<file path="src/rtl/core/wsfe_pkg.sv">
`default_nettype none

package wsfe_pkg;

    // Fixed header codes of a masked client text frame.
    localparam logic [7:0] FIRST_BYTE  = 8'd129;
    localparam logic [7:0] SHORT_MAX   = 8'd125;
    localparam logic [7:0] LEN16_CODE  = 8'd126;
    localparam logic [7:0] LEN64_CODE  = 8'd127;
    localparam logic [7:0] MASK_BIT    = 8'd128;

    // Queue between the front and the back part.
    localparam int QUEUE_DEPTH = 4;
    localparam int QPTR_W      = $clog2(QUEUE_DEPTH);

    // Kind of an input word as carried on tuser.
    typedef enum logic {
        OP_START   = 1'b0,
        OP_PAYLOAD = 1'b1
    } wsfe_op_t;

    // Kind of a queued command.
    typedef enum logic {
        KIND_HEADER = 1'b0,
        KIND_DATA   = 1'b1
    } wsfe_kind_t;

    // Length coding of the header.
    typedef enum logic [1:0] {
        FORM_SHORT = 2'd0,
        FORM_MID   = 2'd1,
        FORM_LONG  = 2'd2
    } wsfe_form_t;

    // States of the back sequencer.
    typedef enum logic {
        BK_IDLE = 1'b0,
        BK_HDR  = 1'b1
    } wsfe_bk_state_t;

    // One command handed from the front to the back.
    typedef struct packed {
        wsfe_kind_t  kind;
        wsfe_form_t  form;
        logic [31:0] len;
        logic [31:0] key;
        logic [7:0]  data;
        logic        last;
    } wsfe_cmd_t;

    // Queue fill status.
    typedef struct packed {
        logic full;
        logic empty;
    } wsfe_qstat_t;

    // Front status seen by the top level.
    typedef struct packed {
        logic push;
        logic frame_open;
    } wsfe_fstat_t;

    // Key byte at a position, bits 31:24 first.
    function automatic logic [7:0] key_byte(input logic [31:0] key, input logic [1:0] pos);
        logic [7:0] b;
        case (pos)
            2'd0:    b = key[31:24];
            2'd1:    b = key[23:16];
            2'd2:    b = key[15:8];
            default: b = key[7:0];
        endcase
        return b;
    endfunction

endpackage

`default_nettype wire

</file>
<file path="src/rtl/core/wsfe_front.sv">
`default_nettype none

module wsfe_front
    import wsfe_pkg::*;
(
    input  wire logic        aclk,
    input  wire logic        aresetn,
    input  wire logic        accept,
    input  wire logic        op,
    input  wire logic [31:0] payload_length,
    input  wire logic [31:0] mask_key,
    input  wire logic [7:0]  data_byte,
    output wsfe_cmd_t        cmd,
    output wsfe_fstat_t      stat
);

    logic [31:0] bytes_left_reg, bytes_left_next;
    logic [31:0] key_store_reg, key_store_next;
    logic [1:0]  key_pos_reg, key_pos_next;
    logic        frame_open_reg, frame_open_next;
    logic [31:0] left_dec;
    logic        push;

    assign left_dec = bytes_left_reg - 32'd1;

    // Classify the word, build the command and advance the frame state.
    always_comb begin
        bytes_left_next = bytes_left_reg;
        key_store_next  = key_store_reg;
        key_pos_next    = key_pos_reg;
        frame_open_next = frame_open_reg;
        push            = 1'b0;
        cmd.kind        = KIND_DATA;
        cmd.form        = FORM_SHORT;
        cmd.len         = payload_length;
        cmd.key         = mask_key;
        cmd.data        = data_byte ^ key_byte(key_store_reg, key_pos_reg);
        cmd.last        = (left_dec == 32'd0);

        if (payload_length <= {24'd0, SHORT_MAX}) begin
            cmd.form = FORM_SHORT;
        end else if (payload_length[31:16] == 16'd0) begin
            cmd.form = FORM_MID;
        end else begin
            cmd.form = FORM_LONG;
        end

        if (op == OP_START) begin
            cmd.kind = KIND_HEADER;
            cmd.last = (payload_length == 32'd0);
        end

        if (accept) begin
            if (op == OP_START) begin
                push            = 1'b1;
                bytes_left_next = payload_length;
                key_store_next  = mask_key;
                key_pos_next    = 2'd0;
                frame_open_next = (payload_length != 32'd0);
            end else if (frame_open_reg) begin
                push            = 1'b1;
                bytes_left_next = left_dec;
                key_pos_next    = key_pos_reg + 2'd1;
                frame_open_next = (left_dec != 32'd0);
            end
        end
    end

    assign stat.push       = push;
    assign stat.frame_open = frame_open_reg;

    // Frame state registers.
    always_ff @(posedge aclk) begin
        if (!aresetn) begin
            bytes_left_reg <= 32'd0;
            key_store_reg  <= 32'd0;
            key_pos_reg    <= 2'd0;
            frame_open_reg <= 1'b0;
        end else begin
            bytes_left_reg <= bytes_left_next;
            key_store_reg  <= key_store_next;
            key_pos_reg    <= key_pos_next;
            frame_open_reg <= frame_open_next;
        end
    end

endmodule

`default_nettype wire

</file>
<file path="src/rtl/core/wsfe_fifo.sv">
`default_nettype none

module wsfe_fifo
    import wsfe_pkg::*;
(
    input  wire logic  aclk,
    input  wire logic  aresetn,
    input  wire logic  push,
    input  wsfe_cmd_t  push_cmd,
    input  wire logic  pop,
    output wsfe_cmd_t  pop_cmd,
    output wsfe_qstat_t stat
);

    wsfe_cmd_t         mem_reg [QUEUE_DEPTH];
    logic [QPTR_W-1:0] wr_ptr_reg, wr_ptr_next;
    logic [QPTR_W-1:0] rd_ptr_reg, rd_ptr_next;
    logic [QPTR_W:0]   count_reg, count_next;

    // Pointer and fill count update.
    always_comb begin
        wr_ptr_next = wr_ptr_reg;
        rd_ptr_next = rd_ptr_reg;
        count_next  = count_reg;
        if (push) begin
            wr_ptr_next = wr_ptr_reg + QPTR_W'(1);
        end
        if (pop) begin
            rd_ptr_next = rd_ptr_reg + QPTR_W'(1);
        end
        if (push && !pop) begin
            count_next = count_reg + (QPTR_W+1)'(1);
        end else if (pop && !push) begin
            count_next = count_reg - (QPTR_W+1)'(1);
        end
    end

    assign stat.full  = (count_reg == (QPTR_W+1)'(QUEUE_DEPTH));
    assign stat.empty = (count_reg == '0);
    assign pop_cmd    = mem_reg[rd_ptr_reg];

    always_ff @(posedge aclk) begin
        if (!aresetn) begin
            wr_ptr_reg <= '0;
            rd_ptr_reg <= '0;
            count_reg  <= '0;
        end else begin
            wr_ptr_reg <= wr_ptr_next;
            rd_ptr_reg <= rd_ptr_next;
            count_reg  <= count_next;
        end
    end

    // Entry storage.
    always_ff @(posedge aclk) begin
        if (push) begin
            mem_reg[wr_ptr_reg] <= push_cmd;
        end
    end

endmodule

`default_nettype wire

</file>
<file path="src/rtl/core/wsfe_back.sv">
`default_nettype none

module wsfe_back
    import wsfe_pkg::*;
(
    input  wire logic        aclk,
    input  wire logic        aresetn,
    input  wsfe_cmd_t        cmd,
    input  wsfe_qstat_t      qstat,
    output logic             pop,
    output logic             m_tvalid,
    input  wire logic        m_tready,
    output logic [7:0]       m_tdata,
    output logic             m_tlast
);

    wsfe_bk_state_t state_reg, state_next;
    logic [3:0]     step_reg, step_next;
    wsfe_form_t     form_reg, form_next;
    logic [31:0]    len_reg, len_next;
    logic [31:0]    key_reg, key_next;
    logic           empty_frame_reg, empty_frame_next;
    logic           valid_reg, valid_next;
    logic [7:0]     byte_reg, byte_next;
    logic           last_reg, last_next;
    logic           out_free;
    logic [3:0]     key_start;
    logic [1:0]     key_off;
    logic [7:0]     hdr_byte;

    assign out_free = !valid_reg || m_tready;

    // First key byte position for each length coding.
    always_comb begin
        case (form_reg)
            FORM_SHORT: key_start = 4'd2;
            FORM_MID:   key_start = 4'd4;
            default:    key_start = 4'd10;
        endcase
    end

    // Only the key byte index modulo four matters.
    assign key_off = step_reg[1:0] - key_start[1:0];

    // Header byte at the current step (steps past the first byte).
    always_comb begin
        hdr_byte = 8'd0;
        if (step_reg == 4'd1) begin
            case (form_reg)
                FORM_SHORT: hdr_byte = MASK_BIT | {1'b0, len_reg[6:0]};
                FORM_MID:   hdr_byte = MASK_BIT | LEN16_CODE;
                default:    hdr_byte = MASK_BIT | LEN64_CODE;
            endcase
        end else if (step_reg < key_start) begin
            if (form_reg == FORM_MID) begin
                hdr_byte = (step_reg == 4'd2) ? len_reg[15:8] : len_reg[7:0];
            end else begin
                case (step_reg)
                    4'd6:    hdr_byte = len_reg[31:24];
                    4'd7:    hdr_byte = len_reg[23:16];
                    4'd8:    hdr_byte = len_reg[15:8];
                    4'd9:    hdr_byte = len_reg[7:0];
                    default: hdr_byte = 8'd0;
                endcase
            end
        end else begin
            hdr_byte = key_byte(key_reg, key_off);
        end
    end

    // Sequencer: pops commands and drives the output register.
    always_comb begin
        state_next       = state_reg;
        step_next        = step_reg;
        form_next        = form_reg;
        len_next         = len_reg;
        key_next         = key_reg;
        empty_frame_next = empty_frame_reg;
        valid_next       = valid_reg && !m_tready;
        byte_next        = byte_reg;
        last_next        = last_reg;
        pop              = 1'b0;

        case (state_reg)
            BK_IDLE: begin
                if (out_free && !qstat.empty) begin
                    pop        = 1'b1;
                    valid_next = 1'b1;
                    if (cmd.kind == KIND_DATA) begin
                        byte_next = cmd.data;
                        last_next = cmd.last;
                    end else begin
                        byte_next        = FIRST_BYTE;
                        last_next        = 1'b0;
                        form_next        = cmd.form;
                        len_next         = cmd.len;
                        key_next         = cmd.key;
                        empty_frame_next = cmd.last;
                        step_next        = 4'd1;
                        state_next       = BK_HDR;
                    end
                end
            end
            BK_HDR: begin
                if (out_free) begin
                    valid_next = 1'b1;
                    byte_next  = hdr_byte;
                    last_next  = 1'b0;
                    step_next  = step_reg + 4'd1;
                    if (step_reg == key_start + 4'd3) begin
                        last_next  = empty_frame_reg;
                        state_next = BK_IDLE;
                    end
                end
            end
            default: begin
                state_next = BK_IDLE;
            end
        endcase
    end

    assign m_tvalid = valid_reg;
    assign m_tdata  = byte_reg;
    assign m_tlast  = last_reg;

    // Control registers.
    always_ff @(posedge aclk) begin
        if (!aresetn) begin
            state_reg <= BK_IDLE;
            step_reg  <= 4'd0;
            valid_reg <= 1'b0;
        end else begin
            state_reg <= state_next;
            step_reg  <= step_next;
            valid_reg <= valid_next;
        end
    end

    // Payload registers.
    always_ff @(posedge aclk) begin
        form_reg        <= form_next;
        len_reg         <= len_next;
        key_reg         <= key_next;
        empty_frame_reg <= empty_frame_next;
        byte_reg        <= byte_next;
        last_reg        <= last_next;
    end

endmodule

`default_nettype wire

</file>
<file path="src/rtl/core/websocket_client_frame_encoder_unit.sv">
`default_nettype none

// Channel  Direction  tdata (low bit up)                                  tuser / tlast
// s_       in         payload_length[31:0], mask_key[63:32],              tuser: op
//                     data_byte[71:64], zero pad [79:72]
// m_       out        out_byte[7:0]                                       tlast: frame_end
//
// A taken payload word is queued, then registered into the m_ output byte register.
// A start word makes the back sequencer send 6, 8 or 14 header bytes, one per cycle
// while m_tready is high; the next command follows the last header byte with no gap.
// The four-entry command queue lets input continue while the header is sent.
// Synchronous active-low reset empties the queue and closes any open frame.
// A payload word with no open frame is taken and dropped.

module websocket_client_frame_encoder_unit
    import wsfe_pkg::*;
(
    input  wire logic        aclk,
    input  wire logic        aresetn,
    input  wire logic        s_tvalid,
    output logic             s_tready,
    input  wire logic [79:0] s_tdata,  // payload_length, mask_key, data_byte, pad
    input  wire logic        s_tuser,  // op
    output logic             m_tvalid,
    input  wire logic        m_tready,
    output logic [7:0]       m_tdata,  // out_byte
    output logic             m_tlast
);

    wsfe_cmd_t   push_cmd;
    wsfe_cmd_t   pop_cmd;
    wsfe_qstat_t qstat;
    wsfe_fstat_t fstat;
    logic        pop;
    logic        accept;

    assign s_tready = !qstat.full;
    assign accept   = s_tvalid && s_tready;

    // Front: takes words and classifies them.
    wsfe_front u_front (
        .aclk           (aclk),
        .aresetn        (aresetn),
        .accept         (accept),
        .op             (s_tuser),
        .payload_length (s_tdata[31:0]),
        .mask_key       (s_tdata[63:32]),
        .data_byte      (s_tdata[71:64]),
        .cmd            (push_cmd),
        .stat           (fstat)
    );

    // Command queue.
    wsfe_fifo u_fifo (
        .aclk     (aclk),
        .aresetn  (aresetn),
        .push     (fstat.push),
        .push_cmd (push_cmd),
        .pop      (pop),
        .pop_cmd  (pop_cmd),
        .stat     (qstat)
    );

    // Back: sequences header and payload bytes onto the output.
    wsfe_back u_back (
        .aclk     (aclk),
        .aresetn  (aresetn),
        .cmd      (pop_cmd),
        .qstat    (qstat),
        .pop      (pop),
        .m_tvalid (m_tvalid),
        .m_tready (m_tready),
        .m_tdata  (m_tdata),
        .m_tlast  (m_tlast)
    );

    // The queue is never written when full nor read when empty.
    a_no_overflow: assert property (@(posedge aclk) disable iff (!aresetn)
        fstat.push |-> !qstat.full)
        else $error("command queue written while full");

    a_no_underflow: assert property (@(posedge aclk) disable iff (!aresetn)
        pop |-> !qstat.empty)
        else $error("command queue read while empty");

    // A payload word with no open frame leaves no command behind.
    a_drop_orphan: assert property (@(posedge aclk) disable iff (!aresetn)
        (accept && s_tuser == OP_PAYLOAD && !fstat.frame_open) |-> !fstat.push)
        else $error("orphan payload word was queued");

    // Reset leaves the output empty.
    a_reset_idle: assert property (@(posedge aclk)
        !aresetn |=> !m_tvalid)
        else $error("output valid straight after reset");

endmodule

`default_nettype wire
</file>
<file path="config.mk">
export PLATFORM = sky130hd
export DESIGN_NAME = websocket_client_frame_encoder_unit
export DESIGN_NICKNAME = d
export VERILOG_FILES = /design/src/rtl/core/wsfe_pkg.sv /design/src/rtl/core/wsfe_front.sv /design/src/rtl/core/wsfe_fifo.sv /design/src/rtl/core/wsfe_back.sv /design/src/rtl/core/websocket_client_frame_encoder_unit.sv
export SDC_FILE = /design/constraint.sdc
export NUM_CORES = 1
export LEC_CHECK = 0
export BUFFER_PORTS_ARGS = -buffer_cell sky130_fd_sc_hd__buf_2
export CORE_UTILIZATION = 54
export DETAILED_ROUTE_END_ITERATION = 8
export MAX_ROUTING_LAYER = met4
export PLACE_DENSITY = 0.72
export SLEW_MARGIN = 20
export SYNTH_ARGS = -nofsm -noshare
export SYNTH_HDL_FRONTEND = slang
export SYNTH_SLANG_ARGS = --single-unit
export TNS_END_PERCENT = 30
</file>
<file path="constraint.sdc">
create_clock -name aclk -period 9 [get_ports aclk]
set_clock_uncertainty 0.15 [all_clocks]
set_input_delay 1.35 -clock aclk [delete_from_list [all_inputs] [get_ports aclk]]
set_output_delay 1.35 -clock aclk [all_outputs]
set_load 0.05 [all_outputs]
</file>
* Word-level counts from Yosys, hierarchy flattened
Memories as Yosys holds them, arrays and structs flattened. A register that Yosys moved wholly into a read port is not among the register bits.
Cells that the tools add are included.
** Word-level totals
- Flip-flop bits (word level) :: 156
- Memory bits (writable) :: 304
- Input port bits :: 85
- Output and inout port bits :: 11
- Logic and storage cells :: 127
- Memories kept :: 1
** Memories
- u_fifo.mem_reg :: depth 4, width 76, read ports 1, clocked after memory_dff 1, wr ports 1, RTL line wsfe_fifo.sv:15 : wsfe_cmd_t mem_reg [QUEUE_DEPTH];
** Operators by class
- Add/subtract/negate cells :: 9
- Order comparisons :: 2
- Eq/ne operators :: 17
- Mux-type cells :: 51
- Bitwise operators :: 4
- Reduce and logical (&&, ||, !) cells :: 27
** Operator list (number)
- 32-bit zero test :: 2
- 32-bit 2-to-1 mux :: 2
- 32-bit nonzero test :: 2
- 8-bit 2-to-1 mux :: 7
- 8-bit case mux with 3 select lines :: 2
- 32-bit by 7-bit <= comparator with 1-bit output (second input constant) :: 1
- 8-bit case mux with 4 select lines :: 1
- 32-bit by 1-bit subtractor with 32-bit output (second input constant) :: 1
- 1-bit 2-to-1 mux :: 21
- 16-bit zero test :: 1
- 4-bit case mux with 2 select lines :: 2
- 8-bit case mux with 2 select lines :: 1
- 7-bit case mux with 2 select lines :: 1
- 2-bit 2-to-1 mux :: 6
- 4-bit 2-to-1 mux :: 3
- 4-bit by 3-bit equality test with 1-bit output (second input constant) :: 2
- 4-bit equality test (second input constant) :: 2
- 8-bit XOR :: 1
- 2-bit by 1-bit adder with 2-bit output (second input constant) :: 3
- 2-bit by 1-bit equality test with 1-bit output (second input constant) :: 3
- 1-bit zero test :: 6
- 2-bit zero test :: 3
- 3-bit 2-to-1 mux :: 2
- 1-bit case mux with 2 select lines :: 3
- 20 further kinds :: 32

* Longest topological paths before layout
Gate-level depths: netlist of the first run.
- Word-level depth :: 9
- Gate-level depth with buffers :: 12
- Gate-level depth less buffers :: 10

* By module
From an unflattened synthesis of the first run, not the netlist that was laid out.
** Unflattened totals
- Cells, all modules :: 1290
- Area total of the unflattened synthesis :: 19576.3 um^2
** Modules (own cells, without submodules)
- wsfe_fifo :: instances 1, cells an instance 440, area each 11456.0 um^2, seq. area each 9308.9 um^2
- wsfe_front :: instances 1, cells an instance 617, area each 4529.3 um^2, seq. area each 1341.3 um^2
- wsfe_back :: instances 1, cells an instance 231, area each 3580.9 um^2, seq. area each 2402.3 um^2
- websocket_client_frame_encoder_unit :: instances 1, cells an instance 2, area each 10.0 um^2, seq. area each 0.0 um^2

* Worst setup path before layout of the first run
No wires, ideal clock.
- Path kind :: input -> register
- From :: input port s_tuser
- To :: memory u_fifo.mem_reg[0][0] (netlist bit) (enable)
- Arrival time :: 4394 ps
- Data required time :: 8407 ps
- Slack :: 4014 ps
- Cell stages on the path :: 7
- Buffers on the path :: 3
- Path through :: clkbuf_1 -> nor2b_1 -> or3_1 -> inv_1 -> clkbuf_1 -> buf_1 -> and2_1
** On the way
- Longest elaborated chain between the ends :: 4
** RTL lines
- start: declaration :: RTL line websocket_client_frame_encoder_unit.sv:23 : input wire logic s_tuser,
- 1-bit 2-to-1 mux :: RTL line wsfe_front.sv:54 : if (op == OP_START) begin
- 1-bit 2-to-1 mux :: RTL line wsfe_front.sv:53 : if (accept) begin
- net u_fifo.push :: RTL line wsfe_fifo.sv:8 : input wire logic push,
- 1-bit 2-to-1 mux :: RTL line wsfe_fifo.sv:56 : if (push) begin
- 1-bit 2-to-1 mux (implied by the code) :: RTL line wsfe_fifo.sv:57 : mem_reg[wr_ptr_reg] <= push_cmd;
- end: declaration :: RTL line wsfe_fifo.sv:15
The timed path passes the listed nets, and every way through them passes these cells.

* Final worst setup path of the first run
- From :: input port s_tuser
- To :: register u_fifo.count_reg[2]
** On the way
- Longest elaborated chain between the ends :: 5
- Elaborated cells on any way between the ends :: 7
- Classes of those cells :: mux: 3; reduce/logical: 4
** RTL lines
- 1-bit 2-to-1 mux * :: RTL line wsfe_front.sv:54
- 1-bit 2-to-1 mux * :: RTL line wsfe_front.sv:53
- 1-bit zero test :: RTL line wsfe_fifo.sv:33 : end else if (pop && !push) begin
- 1-bit logical AND :: RTL line wsfe_fifo.sv:33
- 2-bit nonzero test (no line)
- end signal: assignment :: RTL line wsfe_fifo.sv:50 : count_reg <= count_next;
- end: declaration :: RTL line wsfe_fifo.sv:18 : logic [QPTR_W:0] count_reg, count_next;
Mark *: on every way between the ends. The rest lies on a longest branch, timed or not.
A chain may end at the register's enable or synchronous reset.

==> flow_metrics.tcl, run 1 <==
set metrics [dict create \
    run_status "complete, no violations" \
    avgRoutedWirePerCell_um 23.3 \
    final_common_cell "edfxtp_1" \
    ioPinCount 96 \
    portBuffers 87 \
    power.density_nw_per_um2 279 \
    setup_viol 0 \
    cts-resized-gates 0 \
    cp_cell_sequence "buf_2, buf_4, nor2b_1, or3_1, inv_1, buf_4, ha_1, inv_1, fa_1, xor2_1, or3_1, a21boi_0" \
    synth_compound_area_frac 0.0853 \
    power_leakage_nw 7.00 \
    cts_tree "built" \
    area_growth_pct 12.3 \
    synth_top_family_by_area "multiplexers" \
    grt_overflow_total 0 \
    num-fill-cells 2550 \
    synth-adder-area-share 0.0142 \
    final_nets 1404 \
    synth_area_per_cell_um2 15.6 \
    die_area_um2 35900 \
    rsz0062_at_grt "no" \
    ys_types 67 \
    dieWidth_um 189 \
    peakVddDrop_uv 222 \
    die_y_um 189 \
    ys_seq_elements 462 \
    htreeDepth 2 \
    grt_util_all_layers 0.245 \
    worst_slack_ps 5180 \
    place_hpwl_mm 25.9 \
    synth_fp_nets 1324 \
    post-route-drc-count 0 \
    synthXorXnorAreaFrac 0.00970 \
    post_cts_buffers 0 \
    endpoint_kind "register" \
    drt_iter0_drc 1080 \
    maxCapViolations 0 \
    synth_edf_count 380 \
    dp_slack_ps 4640 \
    netlist_area_um2 19000 \
    finalHoldViolations 0 \
    tightest_slew_ps 989 \
    worstPathArrival_ps 4140 \
    muxShareOfSynthArea 0.106 \
    path_class "in2reg" \
    dr.pass1.iters 8 \
    critPathTopFamily "buffers and inverters" \
    hold_path_class "reg2reg" \
    setup_tns_ps 0 \
    vias 11046 \
    cts_hold_buf 0 \
    worst_path_largest_cell_delay_ps 370 \
    synth-simple-area-share 0.0761 \
    relSlewSlack 0.341 \
    grt_antenna_before_repair 7 \
    synth_flop_cell "edfxtp_1" \
    clock_path_buffers 3 \
    slew_viol_final 0 \
    layout_common_cells "380 x edfxtp_1, 107 x nand2_1, 87 x buf_2, 84 x mux4_2, 80 x dfxtp_1" \
    grt_first_pass_wirelength_mm 64.1 \
    clock-sinks 462 \
    crit_buf_inv 5 \
    numCtsBuffers 46 \
    core_area_um2 34500 \
    synth_cells 1218 \
    fmaxAchievable_mhz 262 \
    routabilityCongestion 0.913 \
    routed_wirelength_mm 41.9 \
    largest_reg_flops 304 \
    synthArstFlopShare 0 \
    layout-drive-gt1-share 0.206 \
    rows 68 \
    via_per_inst 6.14 \
    cp_max_fo 49 \
    finalCritPeriodShare 0.425 \
    ant_nets 0 \
    cp-start-kind "primary input" \
    crit_required_ps 9320 \
    yosysSeqAreaShare 0.688 \
    clkTransAtPathRegs_ps 60 \
    initial_utilization 0.549 \
    period_needed_ps 3820 \
    clk_root_buffer_cell "clkbuf_16" \
    yosys_warnings 0 \
    clock_latency_ps 560 \
    grt_start_max_net_pins 82 \
    grt_pass1_vias 10747 \
    cp_slowest_cell "fa_1" \
]
==> synth_stat cells, types with 9 or more instances <==
library cell	number	area share
a21boi_0	44	0.017
a21oi_1	45	0.012
a22oi_1	23	0.0091
and2_1	22	0.0073
buf_1	11	0.0022
buf_2	9	0.0024
clkbuf_1	48	0.0095
dfxtp_1	82	0.087
edfxtp_1	380	0.60
ha_1	20	0.013
inv_1	25	0.0049
mux2i_1	10	0.0053
mux4_2	84	0.10
nand2_1	107	0.021
nand4_1	10	0.0033
nor2_1	59	0.012
nor2b_1	14	0.0046
nor3_1	18	0.0047
nor4_1	13	0.0043
o21ai_0	31	0.0082
o22ai_1	14	0.0046
or3_1	11	0.0036
xnor2_1	9	0.0042
xor2_1	12	0.0055
==> cell type report <==
class	instances	area [µm²]	share of cell area
Multi-Input combinational cell	660	5540	0.260
Sequential cell	462	13100	0.613
Antenna cell	8	20.0	0.000940
Inverter	26	97.6	0.00458
Tap cell	455	569	0.0267
Clock inverter	16	161	0.00757
Timing Repair Buffer	102	548	0.0257
Clock buffer	69	1310	0.0614
==> power breakdown <==
part | total (mW) | switching, mW | internal [mW]
logic | 1.23 | 0.730 | 0.500
registers | 2.86 | 0.197 | 2.66
clock network | 1.85 | 0.780 | 1.07
==> logic make-up (layout without fill, tap and decap cells) <==
logic type               count (synthesis)  count (layout)
AO/OA/AOI/OAI                          231             231
XOR/XNOR                                21              21
adder cells (fa/ha/maj)                 21              21
buffers and inverters                   96             213
flip-flops                             462             462
multiplexers                            96              96
other                                    0               8
AND/OR/NAND/NOR                        291             291
==> final timing paths <==
path                                           startpoint                   endpoint  slack (ps)  cells after the start
worst min register to register  u_front.key_store_reg[21]  u_front.key_store_reg[21]         320                      2
worst max register to register         u_back.form_reg[1]          u_back.m_tdata[5]        5690                      6
worst min-delay path            u_front.key_store_reg[21]  u_front.key_store_reg[21]         320                      2
worst max-delay path                              s_tuser        u_fifo.count_reg[2]        5180                     12
==> layer usage <==
layer  up-vias  track usage  share of wire
met5         -            -              0
met4         0       0.0769          0.021
met3        65       0.0380          0.068
met2       422        0.364           0.47
met1      5617        0.351           0.44
li1       4942            -              -
==> worst reg2reg max path: cells and delay by family, from the launching register on <==
family / cells / cell delay [ps]
flip-flops: 1 / 400
AND/OR/NAND/NOR: 2 / 490
multiplexers: 1 / 700
AO/OA/AOI/OAI: 2 / 420
adder cells (fa/ha/maj): 1 / 910
==> metrics by stage <==
stage | std cells | cell area (µm²) | util | hold WS [ps] | power [mW]
2_1_floorplan | 1218 | 19000 | - | 290 | 3.74
3_5_place_dp | 1705 | 19800 | 0.574 | 311 | 4.13
3_3_place_gp | 1705 | 19800 | 0.574 | 301 | 4.10
6_report | 1798 | 21300 | 0.617 | 316 | 5.94
4_1_cts | 1790 | 21300 | 0.616 | 319 | 5.97
5_1_grt | 1797 | 21300 | 0.617 | 334 | 6.17
No activity file was read; power rests on OpenSTA's default activity.
==> inputs of run 2 (changes only) <==
Settings changed: PLACE_DENSITY 0.72 to 0.74.
Clock period 9 ns to 3.3 ns, I/O delays scaled along.
==> run 2 against run 1 <==
Against the previous run: routed wire length increased by 0.96%; clock power increased to 2.7 times the previous value; die area unchanged; flip-flop and latch count unchanged; first-iteration DRC count increased by 3.7%; combinational power increased to 3.0 times the previous value; worst hold slack got worse by 290 ps; sequential share of layout area decreased by 0.97 points; register-to-register slack got worse by 5400 ps; via count increased by 2.6%; largest power group unchanged.
==> flow_metrics.tcl, run 2 (same netlist as run 1, synthesis figures left out) <==
set metrics [dict create \
    run_status "complete, no violations" \
    numCtsBuffers 45 \
    core_area_um2 34500 \
    grt_antenna_before_repair 6 \
    swShare 0.288 \
    cp_max_fo 6 \
    peakVddDrop_uv 466 \
    area_growth_pct 14.1 \
    portBuffers 87 \
    p_int_mw 11.6 \
    dp_slack_ps 380 \
    largest_reg_flops 304 \
    layout-drive-gt1-share 0.215 \
    setup_tns_ps 0 \
    utilization 0.627 \
    hold_path_class "in2reg" \
    drt_iter0_drc 1120 \
    layout.area.seq_um2 13100 \
    period_needed_ps 2960 \
    cp_cell_sequence "inv_1, ha_1, or3b_1, nor4_4, and2_1, a21oi_1, nor3_1, a21bo_2" \
    clk_root_buffer_cell "clkbuf_16" \
    via_per_inst 6.22 \
    tightest_slew_ps 757 \
    power_switching_mw 4.69 \
    die_y_um 189 \
    power.density_nw_per_um2 751 \
    grt_overflow_total 0 \
    relSlewSlack 0.494 \
    p_clk_frac 0.305 \
    seq_power_share 0.471 \
    worst_slack_ps 337 \
    clock_path_buffers 3 \
    placed_area_um2 20100 \
    place_hpwl_mm 27.0 \
    cp-start-kind "register" \
    r2r_setup_slack_ps 340 \
    num-fill-cells 2472 \
    slew_viol_final 0 \
    initial_utilization 0.549 \
    cts-resized-gates 0 \
    dp_cells 1724 \
    grt_first_pass_wirelength_mm 64.8 \
    clock-sinks 462 \
    ant_nets 0 \
    endpoint_kind "register" \
    fin_hold_ws_ps 25.9 \
    grt_pass1_vias 10938 \
    avgRoutedWirePerCell_um 23.2 \
    final_common_cell "edfxtp_1" \
    final_cell_area_um2 21700 \
    cts_tree "built" \
    crit_required_ps 3560 \
    power_mw 16.3 \
    clkTransAtPathRegs_ps 60 \
    worstPathArrival_ps 3220 \
    die_area_um2 35900 \
    routabilityCongestion 0.918 \
    maxCapViolations 0 \
    fmaxAchievable_mhz 337 \
    multiInputGateArea_um2 5540 \
    setup_viol 0 \
    cp_slowest_cell "or3b_1" \
    power_leakage_nw 7.16 \
    finalCritPeriodShare 0.898 \
    layout_common_cells "380 x edfxtp_1, 107 x nand2_1, 87 x buf_2, 84 x mux4_2, 80 x dfxtp_1" \
    share_comb_of_total_power 0.224 \
    clock_latency_ps 560 \
    htreeDepth 2 \
    routed_wirelength_mm 42.3 \
    final_nets 1433 \
    vias 11332 \
    dieWidth_um 189 \
    rows 68 \
    grt_util_all_layers 0.247 \
    instances_no_fill 1823 \
    post-route-drc-count 0 \
    ioPinCount 96 \
    dr.pass1.iters 6 \
    worst_path_largest_cell_delay_ps 520 \
    path_class "reg2reg" \
    grt_start_max_net_pins 56 \
    finalHoldViolations 0 \
    rsz0062_at_grt "no" \
]
run 2: cell types whose count changed in the layout (fill, tap and decap cells not counted), sizes merged:
| cell | change |
|---|---|
| buf | +19 |
| clkbuf | -6 |
| inv | -1 |
| clkinv | +6 |
| diode | -2 |
| dlygate4sd3 | +11 |
| clkinvlp | -2 |
run 2: critical path, delay by kind of cell, from the launching register on:
kind                     cells  cell delay [ps]
AND/OR/NAND/NOR              4             1610
flip-flops                   1              360
AO/OA/AOI/OAI                2              340
adder cells (fa/ha/maj)      1              260
buffers and inverters        1              110
run 2: layout make-up:
cell class / count / area share
clock buffer: 63 / 0.0584
tap: 455 / 0.0263
antenna: 6 / 0.000693
inverter: 26 / 0.00451
sequential: 462 / 0.603
multi-input combinational: 660 / 0.256
timing repair buffer: 132 / 0.0428
clock inverter: 19 / 0.00809
run 2: path summary, 6_finish.rpt:
path | startpoint | depth (start not counted) | end
min | s_tdata[61] | 1 | u_fifo.mem_reg[0][38]
max | u_front.bytes_left_reg[0] | 8 | u_fifo.mem_reg[3][0]
min reg2reg | u_front.key_store_reg[20] | 2 | u_front.key_store_reg[20]
max reg2reg | u_front.bytes_left_reg[0] | 8 | u_fifo.mem_reg[3][0]
run 2: layer usage:
| layer | track usage | up-vias | part of all wire |
|---|---|---|---|
| met4 | 0.0921 | 0 | 0.030 |
| met3 | 0.0365 | 86 | 0.065 |
| met2 | 0.366 | 500 | 0.48 |
| li1 | - | 5017 | - |
| met5 | - | - | 0 |
| met1 | 0.349 | 5729 | 0.43 |
run 2: power groups by stage:
stage / clock network (mW) / logic (mW) / registers (mW)
floorplan: 0 / 2.40 / 7.80
global placement: 0 / 3.52 / 7.73
detailed placement: 0 / 3.60 / 7.77
CTS: 5.03 / 3.65 / 7.66
global route: 5.25 / 3.91 / 7.73
finish: 4.96 / 3.64 / 7.66
run 2: timing repair:
action	4_1_cts	5_1_grt
hold buffers	11	0
endpoints found under the setup margin	0	0
endpoints found under the hold margin	37	0
setup buffers	0	0
